==> config.mk <==
export PLATFORM = sky130hd
export DESIGN_NAME = ir_remote_pulse_distance_encoder_unit
export DESIGN_NICKNAME = d
export VERILOG_FILES = /design/src/sv/irpde_pkg.sv /design/src/sv/ir_remote_pulse_distance_encoder_unit.sv /design/src/sv/irpde_front.sv /design/src/sv/irpde_queue.sv /design/src/sv/irpde_back.sv
export SDC_FILE = /design/constraint.sdc
export NUM_CORES = 1
export LEC_CHECK = 0
export BUFFER_PORTS_ARGS = -buffer_cell sky130_fd_sc_hd__buf_4
export CORE_UTILIZATION = 45
export DETAILED_ROUTE_END_ITERATION = 8
export PLACE_DENSITY = 0.76
export SLEW_MARGIN = 10
export SYNTH_ARGS = -nofsm -noshare
export SYNTH_HDL_FRONTEND = slang
export SYNTH_HIERARCHICAL = 1
export SYNTH_SLANG_ARGS = --single-unit
==> constraint.sdc <==
create_clock -name clk -period 3.1 [get_ports clk]
set_clock_uncertainty 0.05 [all_clocks]
set_input_delay 0.155 -clock clk [delete_from_list [all_inputs] [get_ports clk]]
set_output_delay 0.155 -clock clk [all_outputs]
set_load 0.01 [all_outputs]
==> src/sv/irpde_pkg.sv <==
// Shared types and timing constants for the infrared pulse-distance encoder.
`default_nettype none

package irpde_pkg;

    localparam int DUR_W = 14;
    localparam int SEG_W = 5;

    localparam logic MODE_NEC  = 1'b0;
    localparam logic MODE_AEHA = 1'b1;

    // Segment durations in microseconds for each timing mode.
    localparam logic [DUR_W-1:0] NEC_T1  = 14'd555;
    localparam logic [DUR_W-1:0] NEC_T3  = 14'd1665;
    localparam logic [DUR_W-1:0] NEC_T8  = 14'd4440;
    localparam logic [DUR_W-1:0] NEC_T16 = 14'd8880;
    localparam logic [DUR_W-1:0] AEHA_T1 = 14'd425;
    localparam logic [DUR_W-1:0] AEHA_T3 = 14'd1275;
    localparam logic [DUR_W-1:0] AEHA_T4 = 14'd1700;
    localparam logic [DUR_W-1:0] AEHA_T8 = 14'd3400;

    // Segment numbering within one byte: leader, sixteen bit segments, stop mark.
    localparam logic [SEG_W-1:0] SEG_LEAD_MARK  = 5'd0;
    localparam logic [SEG_W-1:0] SEG_LEAD_SPACE = 5'd1;
    localparam logic [SEG_W-1:0] SEG_FIRST_BIT  = 5'd2;
    localparam logic [SEG_W-1:0] SEG_LAST_BIT   = 5'd17;
    localparam logic [SEG_W-1:0] SEG_STOP       = 5'd18;

    typedef struct packed {
        logic       mode;
        logic       leader;
        logic [7:0] data;
        logic       last;
    } job_t;

endpackage

`default_nettype wire

==> src/sv/ir_remote_pulse_distance_encoder_unit.sv <==
// Top level of the infrared pulse-distance encoder with its register port.
//
// Input channel: one frame byte per transfer (data_byte, last_byte), taken
// when in_valid is high and in_stall is low. Output channel: one mark or
// space segment per transfer (carrier_on, duration_us, last_segment), taken
// when out_valid is high and out_stall is low.
// A byte yields 16 bit segments, plus a leader mark and space when it opens
// a frame, plus a stop mark when last_byte is set: 16 to 19 segments.
// The sequencer emits one segment per cycle unless out_stall holds it. With
// the sequencer idle, an input transfer is registered in the queue count and
// then in the out_valid register before out_valid rises.
// A job queue of QUEUE_DEPTH bytes lets new bytes be taken while earlier
// ones are still being sent; in_stall rises only when that queue is full.
// While out_valid and out_stall are both high the current segment holds and the sequencer waits.
// Reset selects NEC timing, empties the queue and starts outside a frame.
// The protocol_mode register at byte address 0 selects NEC (0) or AEHA (1)
// timing and is read again for each byte.
`default_nettype none

module ir_remote_pulse_distance_encoder_unit
    import irpde_pkg::*;
#(
    parameter int QUEUE_DEPTH = 2
)
(
    input  wire logic             clk,
    input  wire logic             rst_n,
    input  wire logic             psel,
    input  wire logic             penable,
    input  wire logic             pwrite,
    input  wire logic [2:0]       paddr,
    input  wire logic [31:0]      pwdata,
    output logic [31:0]           prdata,
    output logic                  pready,
    input  wire logic             in_valid,
    output logic                  in_stall,
    input  wire logic [7:0]       data_byte,
    input  wire logic             last_byte,
    output logic                  out_valid,
    input  wire logic             out_stall,
    output logic                  carrier_on,
    output logic [DUR_W-1:0]      duration_us,
    output logic                  last_segment
);

    logic mode_reg;
    logic mode_next;
    logic cfg_write;
    logic queue_full;
    logic push;
    logic pop;
    logic head_valid;
    job_t push_job;
    job_t head_job;

    assign pready    = 1'b1;
    assign cfg_write = psel && penable && pwrite && pready && (paddr[2] == 1'b0);
    assign mode_next = cfg_write ? pwdata[0] : mode_reg;
    assign prdata    = (paddr[2] == 1'b0) ? {31'd0, mode_reg} : 32'd0;

    always_ff @(posedge clk or negedge rst_n)
    begin
        if (!rst_n)
        begin
            mode_reg <= MODE_NEC;
        end
        else
        begin
            mode_reg <= mode_next;
        end
    end

    irpde_front u_front (
        .clk        (clk),
        .rst_n      (rst_n),
        .mode       (mode_reg),
        .in_valid   (in_valid),
        .in_stall   (in_stall),
        .data_byte  (data_byte),
        .last_byte  (last_byte),
        .queue_full (queue_full),
        .push       (push),
        .push_job   (push_job)
    );

    irpde_queue #(
        .DEPTH (QUEUE_DEPTH)
    ) u_queue (
        .clk        (clk),
        .rst_n      (rst_n),
        .push       (push),
        .push_job   (push_job),
        .full       (queue_full),
        .pop        (pop),
        .head_valid (head_valid),
        .head_job   (head_job)
    );

    irpde_back u_back (
        .clk          (clk),
        .rst_n        (rst_n),
        .head_valid   (head_valid),
        .head_job     (head_job),
        .pop          (pop),
        .out_valid    (out_valid),
        .out_stall    (out_stall),
        .carrier_on   (carrier_on),
        .duration_us  (duration_us),
        .last_segment (last_segment)
    );

endmodule

`default_nettype wire

==> src/sv/irpde_front.sv <==
// Front end: accepts bytes, tracks frame position and builds segment jobs.
`default_nettype none

module irpde_front
    import irpde_pkg::*;
(
    input  wire logic       clk,
    input  wire logic       rst_n,
    input  wire logic       mode,
    input  wire logic       in_valid,
    output logic            in_stall,
    input  wire logic [7:0] data_byte,
    input  wire logic       last_byte,
    input  wire logic       queue_full,
    output logic            push,
    output job_t            push_job
);

    logic in_frame_reg;
    logic in_frame_next;

    assign in_stall = queue_full;
    assign push     = in_valid && !queue_full;

    always_comb
    begin
        push_job.mode   = mode;
        push_job.leader = !in_frame_reg;
        push_job.data   = data_byte;
        push_job.last   = last_byte;
        in_frame_next   = in_frame_reg;
        if (push)
        begin
            in_frame_next = !last_byte;
        end
    end

    always_ff @(posedge clk or negedge rst_n)
    begin
        if (!rst_n)
        begin
            in_frame_reg <= 1'b0;
        end
        else
        begin
            in_frame_reg <= in_frame_next;
        end
    end

endmodule

`default_nettype wire

==> src/sv/irpde_queue.sv <==
// Short job queue between the front end and the segment sequencer.
`default_nettype none

module irpde_queue
    import irpde_pkg::*;
#(
    parameter int DEPTH = 2
)
(
    input  wire logic clk,
    input  wire logic rst_n,
    input  wire logic push,
    input  wire job_t push_job,
    output logic      full,
    input  wire logic pop,
    output logic      head_valid,
    output job_t      head_job
);

    localparam int PTR_W = (DEPTH > 1) ? $clog2(DEPTH) : 1;
    localparam int CNT_W = $clog2(DEPTH + 1);
    localparam logic [PTR_W-1:0] PTR_LAST = PTR_W'(DEPTH - 1);
    localparam logic [CNT_W-1:0] CNT_FULL = CNT_W'(DEPTH);

    job_t             entry_reg [DEPTH];
    logic [PTR_W-1:0] wr_ptr_reg;
    logic [PTR_W-1:0] wr_ptr_next;
    logic [PTR_W-1:0] rd_ptr_reg;
    logic [PTR_W-1:0] rd_ptr_next;
    logic [CNT_W-1:0] count_reg;
    logic [CNT_W-1:0] count_next;

    assign full       = (count_reg == CNT_FULL);
    assign head_valid = (count_reg != '0);
    assign head_job   = entry_reg[rd_ptr_reg];

    always_comb
    begin
        wr_ptr_next = wr_ptr_reg;
        rd_ptr_next = rd_ptr_reg;
        count_next  = count_reg;
        if (push)
        begin
            wr_ptr_next = (wr_ptr_reg == PTR_LAST) ? '0 : wr_ptr_reg + 1'b1;
        end
        if (pop)
        begin
            rd_ptr_next = (rd_ptr_reg == PTR_LAST) ? '0 : rd_ptr_reg + 1'b1;
        end
        if (push && !pop)
        begin
            count_next = count_reg + 1'b1;
        end
        else if (pop && !push)
        begin
            count_next = count_reg - 1'b1;
        end
    end

    always_ff @(posedge clk or negedge rst_n)
    begin
        if (!rst_n)
        begin
            wr_ptr_reg <= '0;
            rd_ptr_reg <= '0;
            count_reg  <= '0;
        end
        else
        begin
            wr_ptr_reg <= wr_ptr_next;
            rd_ptr_reg <= rd_ptr_next;
            count_reg  <= count_next;
        end
    end

    always_ff @(posedge clk)
    begin
        if (push)
        begin
            entry_reg[wr_ptr_reg] <= push_job;
        end
    end

    assert property (@(posedge clk) disable iff (!rst_n) count_reg <= CNT_FULL)
        else $error("Queue count exceeds its depth.");
    assert property (@(posedge clk) disable iff (!rst_n) pop |-> head_valid)
        else $error("Queue popped while empty.");
    assert property (@(posedge clk) disable iff (!rst_n) full |-> !push)
        else $error("Queue pushed while full.");

endmodule

`default_nettype wire

==> src/sv/irpde_back.sv <==
// Back end: steps through the segments of the head job, one per cycle while the output is not stalled.
`default_nettype none

module irpde_back
    import irpde_pkg::*;
(
    input  wire logic              clk,
    input  wire logic              rst_n,
    input  wire logic              head_valid,
    input  wire job_t              head_job,
    output logic                   pop,
    output logic                   out_valid,
    input  wire logic              out_stall,
    output logic                   carrier_on,
    output logic [DUR_W-1:0]       duration_us,
    output logic                   last_segment
);

    logic             started_reg;
    logic             started_next;
    logic [SEG_W-1:0] seg_reg;
    logic [SEG_W-1:0] seg_next;
    logic             out_valid_reg;
    logic             out_valid_next;
    logic             carrier_on_reg;
    logic [DUR_W-1:0] duration_reg;
    logic             last_segment_reg;

    logic [SEG_W-1:0] cur_seg;
    logic [SEG_W-1:0] end_seg;
    logic [2:0]       bit_idx;
    logic [3:0]       bit_pos;
    logic             emit;
    logic [DUR_W-1:0] unit_t1;
    logic [DUR_W-1:0] unit_t3;
    logic [DUR_W-1:0] lead_mark;
    logic [DUR_W-1:0] lead_space;
    logic [DUR_W-1:0] seg_dur;

    assign cur_seg = started_reg ? seg_reg
                   : (head_job.leader ? SEG_LEAD_MARK : SEG_FIRST_BIT);
    assign end_seg = head_job.last ? SEG_STOP : SEG_LAST_BIT;
    assign emit    = head_valid && (!out_valid_reg || !out_stall);
    assign pop     = emit && (cur_seg == end_seg);
    assign bit_pos = cur_seg[4:1] - 4'd1;
    assign bit_idx = bit_pos[2:0];

    always_comb
    begin
        if (head_job.mode == MODE_AEHA)
        begin
            unit_t1    = AEHA_T1;
            unit_t3    = AEHA_T3;
            lead_mark  = AEHA_T8;
            lead_space = AEHA_T4;
        end
        else
        begin
            unit_t1    = NEC_T1;
            unit_t3    = NEC_T3;
            lead_mark  = NEC_T16;
            lead_space = NEC_T8;
        end

        case (cur_seg)
            SEG_LEAD_MARK:  seg_dur = lead_mark;
            SEG_LEAD_SPACE: seg_dur = lead_space;
            SEG_STOP:       seg_dur = unit_t1;
            default:
            begin
                if (cur_seg[0] && head_job.data[bit_idx])
                begin
                    seg_dur = unit_t3;
                end
                else
                begin
                    seg_dur = unit_t1;
                end
            end
        endcase
    end

    always_comb
    begin
        started_next   = started_reg;
        seg_next       = seg_reg;
        out_valid_next = out_valid_reg;
        if (!out_valid_reg || !out_stall)
        begin
            out_valid_next = head_valid;
        end
        if (emit)
        begin
            if (pop)
            begin
                started_next = 1'b0;
            end
            else
            begin
                started_next = 1'b1;
                seg_next     = cur_seg + 1'b1;
            end
        end
    end

    always_ff @(posedge clk or negedge rst_n)
    begin
        if (!rst_n)
        begin
            started_reg   <= 1'b0;
            seg_reg       <= '0;
            out_valid_reg <= 1'b0;
        end
        else
        begin
            started_reg   <= started_next;
            seg_reg       <= seg_next;
            out_valid_reg <= out_valid_next;
        end
    end

    // Marks are the even-numbered segments, spaces the odd ones.
    always_ff @(posedge clk)
    begin
        if (emit)
        begin
            carrier_on_reg   <= !cur_seg[0];
            duration_reg     <= seg_dur;
            last_segment_reg <= pop;
        end
    end

    assign out_valid    = out_valid_reg;
    assign carrier_on   = carrier_on_reg;
    assign duration_us  = duration_reg;
    assign last_segment = last_segment_reg;

    assert property (@(posedge clk) disable iff (!rst_n) started_reg |-> head_valid)
        else $error("Job left the queue in the middle of its segments.");
    assert property (@(posedge clk) disable iff (!rst_n) head_valid |-> cur_seg <= end_seg)
        else $error("Segment index ran past the end of the job.");
    assert property (@(posedge clk) disable iff (!rst_n)
        (started_reg && emit && !pop) |=> seg_reg == $past(seg_reg) + 1'b1)
        else $error("Segment index skipped or repeated.");

endmodule

`default_nettype wire
==> impl_table.tex <==
\begin{tabular}{lr}
\hline
Metric & Value \\
\hline
\multicolumn{2}{l}{\textbf{Clock network}} \\
Buffers from clock root to sink, at most & 2 \\
Root buffer cell & sky130\_fd\_sc\_hd\_\_clkbuf\_8 \\
Clock latency on the worst-skew pair & 290 ps \\
Number of buffers inserted during clock tree synthesis & 5 \\
H-tree levels & 2 \\
CTS tree & yes \\
Clk slew on worst S/H paths & 90 ps \\
Clock tree sinks & 51 \\
\multicolumn{2}{l}{\textbf{Timing}} \\
Final setup violating endpoints & 0 \\
Sum Neg Setup Slack & 0 ps \\
Worst slew slack as a fraction of its limit & 52.35\% \\
Final Hold Vio Count & 0 \\
PnR worst setup slack & 137.1 ps \\
Period utilization & 95.58\% \\
Fmax achieved & 0.3375 GHz \\
Final-report max-slew violation count & 0 \\
Least-Margin Pin Slew & 714.0 ps \\
Min Tclk post-route & 2963 ps \\
\multicolumn{2}{l}{\textbf{Drt}} \\
WL met3 & 212 um \\
Detail-routed net length per standard cell & 12.20 um \\
Via count & 1713 \\
Detailed-router iteration count before antenna repair & 4 \\
Met2 routed WL & 2.143 mm \\
Remaining DRCs & 0 \\
Drt initial violations & 111 \\
Top sig layer & met4 \\
Final Routed Wirelength & 4.271 mm \\
Via-per-instance ratio & 4.894 \\
Number of nets still failing antenna checks after routing & 0 \\
DRT met1 WL & 1.880 mm \\
\multicolumn{2}{l}{\textbf{Worst hold path}} \\
Kind of path behind the tightest hold check & input pin to flip-flop \\
Worst Hold Path Cells & 2 \\
\multicolumn{2}{l}{\textbf{GRT}} \\
GRT Util Overall & 14.11\% \\
First-pass GRT wire length & 7.251 mm \\
GR Overflow Total & 0 \\
Number of antenna violations at the first check in global routing & 0 \\
Pin count of the biggest net entering global routing & 21 \\
Vias in the first global route & 1614 \\
\multicolumn{2}{l}{\textbf{Die}} \\
Die H & 81.76 um \\
Total I/O pin count & 102 \\
Die ar. & 6685 um2 \\
Effective utilization at floorplan & 47.51\% \\
Horiz. Die Dim & 81.76 um \\
Standard-cell rows & 28 \\
Placeable core region & 6026 um2 \\
\multicolumn{2}{l}{\textbf{Final layout}} \\
Number of nets at the end of the flow & 333 \\
Flip-flop count of the largest register, all copies and words added & 22 \\
Final Util & 54.24\% \\
Share of post-route cells with drive strength above 1 & 30.55\% \\
Synth-to-layout area growth & 14.16\% \\
FF+latch area & 1466 um2 \\
Fillers & 541 \\
Antenna Cells & 0 \\
Area taken by multi-input logic gates & 1132 um2 \\
\multicolumn{2}{l}{\textbf{Synthesis}} \\
Count leader, synth & sky130\_fd\_sc\_hd\_\_buf\_4 \\
Sequential-to-total area share from yosys stat & 51.22\% \\
Number of library cell types mapped by synthesis & 54 \\
Main flop type after synthesis & sky130\_fd\_sc\_hd\_\_edfxtp\_1 \\
Synthesized area & 2863 um2 \\
Area fraction of the dominant cell type after synthesis & 39.86\% \\
Fraction of registers with async set or reset after synthesis & 25.49\% \\
Top post-synthesis cells by area & sky130\_fd\_sc\_hd\_\_edfxtp\_1 (40\%), sky130\_fd\_sc\_hd\_\_buf\_4 (12\%), sky130\_fd\_sc\_hd\_\_dfrtp\_1 (11\%), sky130\_fd\_sc\_hd\_\_mux2\_4 (4.7\%), sky130\_fd\_sc\_hd\_\_ha\_1 (3.5\%) \\
Post-Synthesis Cells & 232 \\
EDFF count, synth & 38 \\
Mean instance size in the synthesized netlist & 12.34 um2 \\
Cell accounting for the most synthesized area & sky130\_fd\_sc\_hd\_\_edfxtp\_1 \\
Ranking of synthesized cells by instance count & sky130\_fd\_sc\_hd\_\_buf\_4 (45), sky130\_fd\_sc\_hd\_\_edfxtp\_1 (38), sky130\_fd\_sc\_hd\_\_dfrtp\_1 (13), sky130\_fd\_sc\_hd\_\_nor2\_1 (13), sky130\_fd\_sc\_hd\_\_mux2\_4 (9) \\
Synth Register Bits & 51 \\
Yosys warning count & 6 \\
\multicolumn{2}{l}{\textbf{Placed design}} \\
Post-Place Setup Slack & -5.078 ps \\
Number of port buffers & 36 \\
DP Wirelength & 3.016 mm \\
Weighted congestion reported at the end of routability-driven placement & 0.8184 \\
\multicolumn{2}{l}{\textbf{Worst setup path}} \\
Worst-path fanout max & 4 \\
Cell Chain, Critical Path & mux2\_4, and2b\_1, nor2\_4, ha\_4, mux2i\_1, mux4\_2, nand2b\_4, ha\_1, nor2\_1, o221a\_2, a31oi\_1 \\
Number of cells on the worst reg-to-reg path & 11 \\
Slowest-stage cell, CP & sky130\_fd\_sc\_hd\_\_mux4\_2 \\
Crit end category & flip-flop \\
Worst path max stage delay & 540 ps \\
Startpoint Class & flip-flop \\
CP Data Arrival Time & 2950 ps \\
Required arrival time at the worst endpoint & 3080 ps \\
Setup CP Type & flip-flop to flip-flop \\
\multicolumn{2}{l}{\textbf{Pwr}} \\
P\_leak & 1.364 nW \\
Worst IR Drop VDD & 546.5 uV \\
Power density over cell area & 1083 nW/um2 \\
\multicolumn{2}{l}{\textbf{Outcome}} \\
Result of the run & completed \\
\multicolumn{2}{l}{\textbf{Flow run}} \\
Max cap viols & 0 \\
\hline
\end{tabular}
[layout make-up]
type / count / area share [%]
Inverter: 9 / 1.034
Multi-Input combinational cell: 150 / 34.65
Clock buffer: 6 / 2.221
Sequential cell: 51 / 44.87
Clock inverter: 2 / 0.4977
Tap cell: 75 / 2.871
Timing Repair Buffer: 57 / 13.86
[per-layer routing]
layer  vias to the layer above  GRT usage [%]
met4                         0          3.684
met2                        58          24.79
met1                       812          17.19
li1                        838              -
met3                         5          3.444
met5                         -              0
[final timing paths]
| check | startpoint | end | slack, ps |
|---|---|---|---|
| worst max-delay path | u_queue/rd_ptr_reg | u_back/duration_us[9] | 140 |
| worst min-delay path | out_stall | u_back/out_valid | 10 |
| worst max register to register | u_queue/rd_ptr_reg | u_back/duration_us[9] | 140 |
| worst min register to register | u_queue/count_reg[1] | u_queue/count_reg[1] | 450 |
| max in group asynchronous | rst_n | u_back/seg_reg[1] | 2650 |
| min in group asynchronous | rst_n | u_queue/wr_ptr_reg | 190 |
[cells in the final DEF (no fill, tap or decap), types with 2 or more instances in the layout]
| cell type | Yosys | layout |
|---|---|---|
| sky130_fd_sc_hd__clkbuf_8 | 0 | 5 |
| sky130_fd_sc_hd__a2bb2oi_1 | 2 | 2 |
| sky130_fd_sc_hd__o21ai_0 | 4 | 4 |
| sky130_fd_sc_hd__nand3_1 | 3 | 3 |
| sky130_fd_sc_hd__a21o_1 | 2 | 2 |
| sky130_fd_sc_hd__conb_1 | 2 | 32 |
| sky130_fd_sc_hd__mux2_1 | 2 | 2 |
| sky130_fd_sc_hd__o211ai_1 | 2 | 2 |
| sky130_fd_sc_hd__or2_2 | 3 | 3 |
| sky130_fd_sc_hd__nor2_1 | 13 | 11 |
| sky130_fd_sc_hd__nor3_1 | 5 | 5 |
| sky130_fd_sc_hd__nor2b_1 | 3 | 3 |
| sky130_fd_sc_hd__nand2b_1 | 3 | 2 |
| sky130_fd_sc_hd__xor2_1 | 4 | 4 |
| sky130_fd_sc_hd__xnor2_1 | 3 | 3 |
| sky130_fd_sc_hd__nor2_4 | 0 | 2 |
| sky130_fd_sc_hd__a31oi_1 | 4 | 4 |
| sky130_fd_sc_hd__ha_1 | 8 | 7 |
| sky130_fd_sc_hd__and2_1 | 3 | 3 |
| sky130_fd_sc_hd__mux2_4 | 9 | 9 |
| sky130_fd_sc_hd__inv_1 | 8 | 8 |
| sky130_fd_sc_hd__mux2_2 | 2 | 2 |
| sky130_fd_sc_hd__mux2i_1 | 5 | 5 |
| sky130_fd_sc_hd__o221a_2 | 2 | 2 |
| sky130_fd_sc_hd__dlygate4sd3_1 | 0 | 10 |
| sky130_fd_sc_hd__o2bb2ai_1 | 2 | 2 |
| sky130_fd_sc_hd__nand2_1 | 5 | 5 |
| sky130_fd_sc_hd__a21oi_1 | 5 | 5 |
| sky130_fd_sc_hd__dfrtp_1 | 13 | 13 |
| sky130_fd_sc_hd__o22ai_1 | 3 | 3 |
| sky130_fd_sc_hd__buf_4 | 45 | 47 |
| sky130_fd_sc_hd__edfxtp_1 | 38 | 38 |
[power breakdown]
part           leakage [nW]  total (mW)  internal [mW]  switching, mW
clock                0.0418       0.370          0.162          0.208
combinational         0.817        1.97          0.970           1.00
sequential            0.505        1.20           1.07          0.126
total                  1.36        3.54           2.20           1.33
[through the flow]
step	hold slack (ps)	instances	total power, mW	cell area, um2
CTS	1.708	348	3.445	3231
global placement	-39.14	330	3.003	3039
detailed placement	-40.07	330	3.055	3039
global route	1.221	350	3.828	3268
finish	11.78	350	3.539	3268
floorplan	-190.6	262	2.639	2987
[worst max-delay path: cells and delay by family, from the launching register on]
| kind | cells | cell delay [ps] |
|---|---|---|
| AND/OR/NAND/NOR | 4 | 610 |
| adder cells (fa/ha/maj) | 2 | 450 |
| multiplexers | 3 | 980 |
| AO/OA/AOI/OAI | 2 | 220 |
| flip-flops | 1 | 410 |
[logic make-up (layout without fill, tap and decap cells)]
logic type	after synthesis	after routing	synth area share [%]
adder cells (fa/ha/maj)	8	8	3.497
AO/OA/AOI/OAI	36	36	9.441
flip-flops	51	51	51.22
buffers and inverters	61	74	14.38
multiplexers	19	19	8.829
AND/OR/NAND/NOR	48	48	10.23
XOR/XNOR	7	7	2.142
other	2	32	0.2623
[repair_timing]
item                                    CTS  global route
resized for setup                         1             4
hold endpoints to repair                 32             0
buffers inserted                          0             2
hold buffers                             10             0
endpoints found under the setup margin    2             5
pin swaps                                 0             0
No activity file was read; power rests on OpenSTA's default activity.
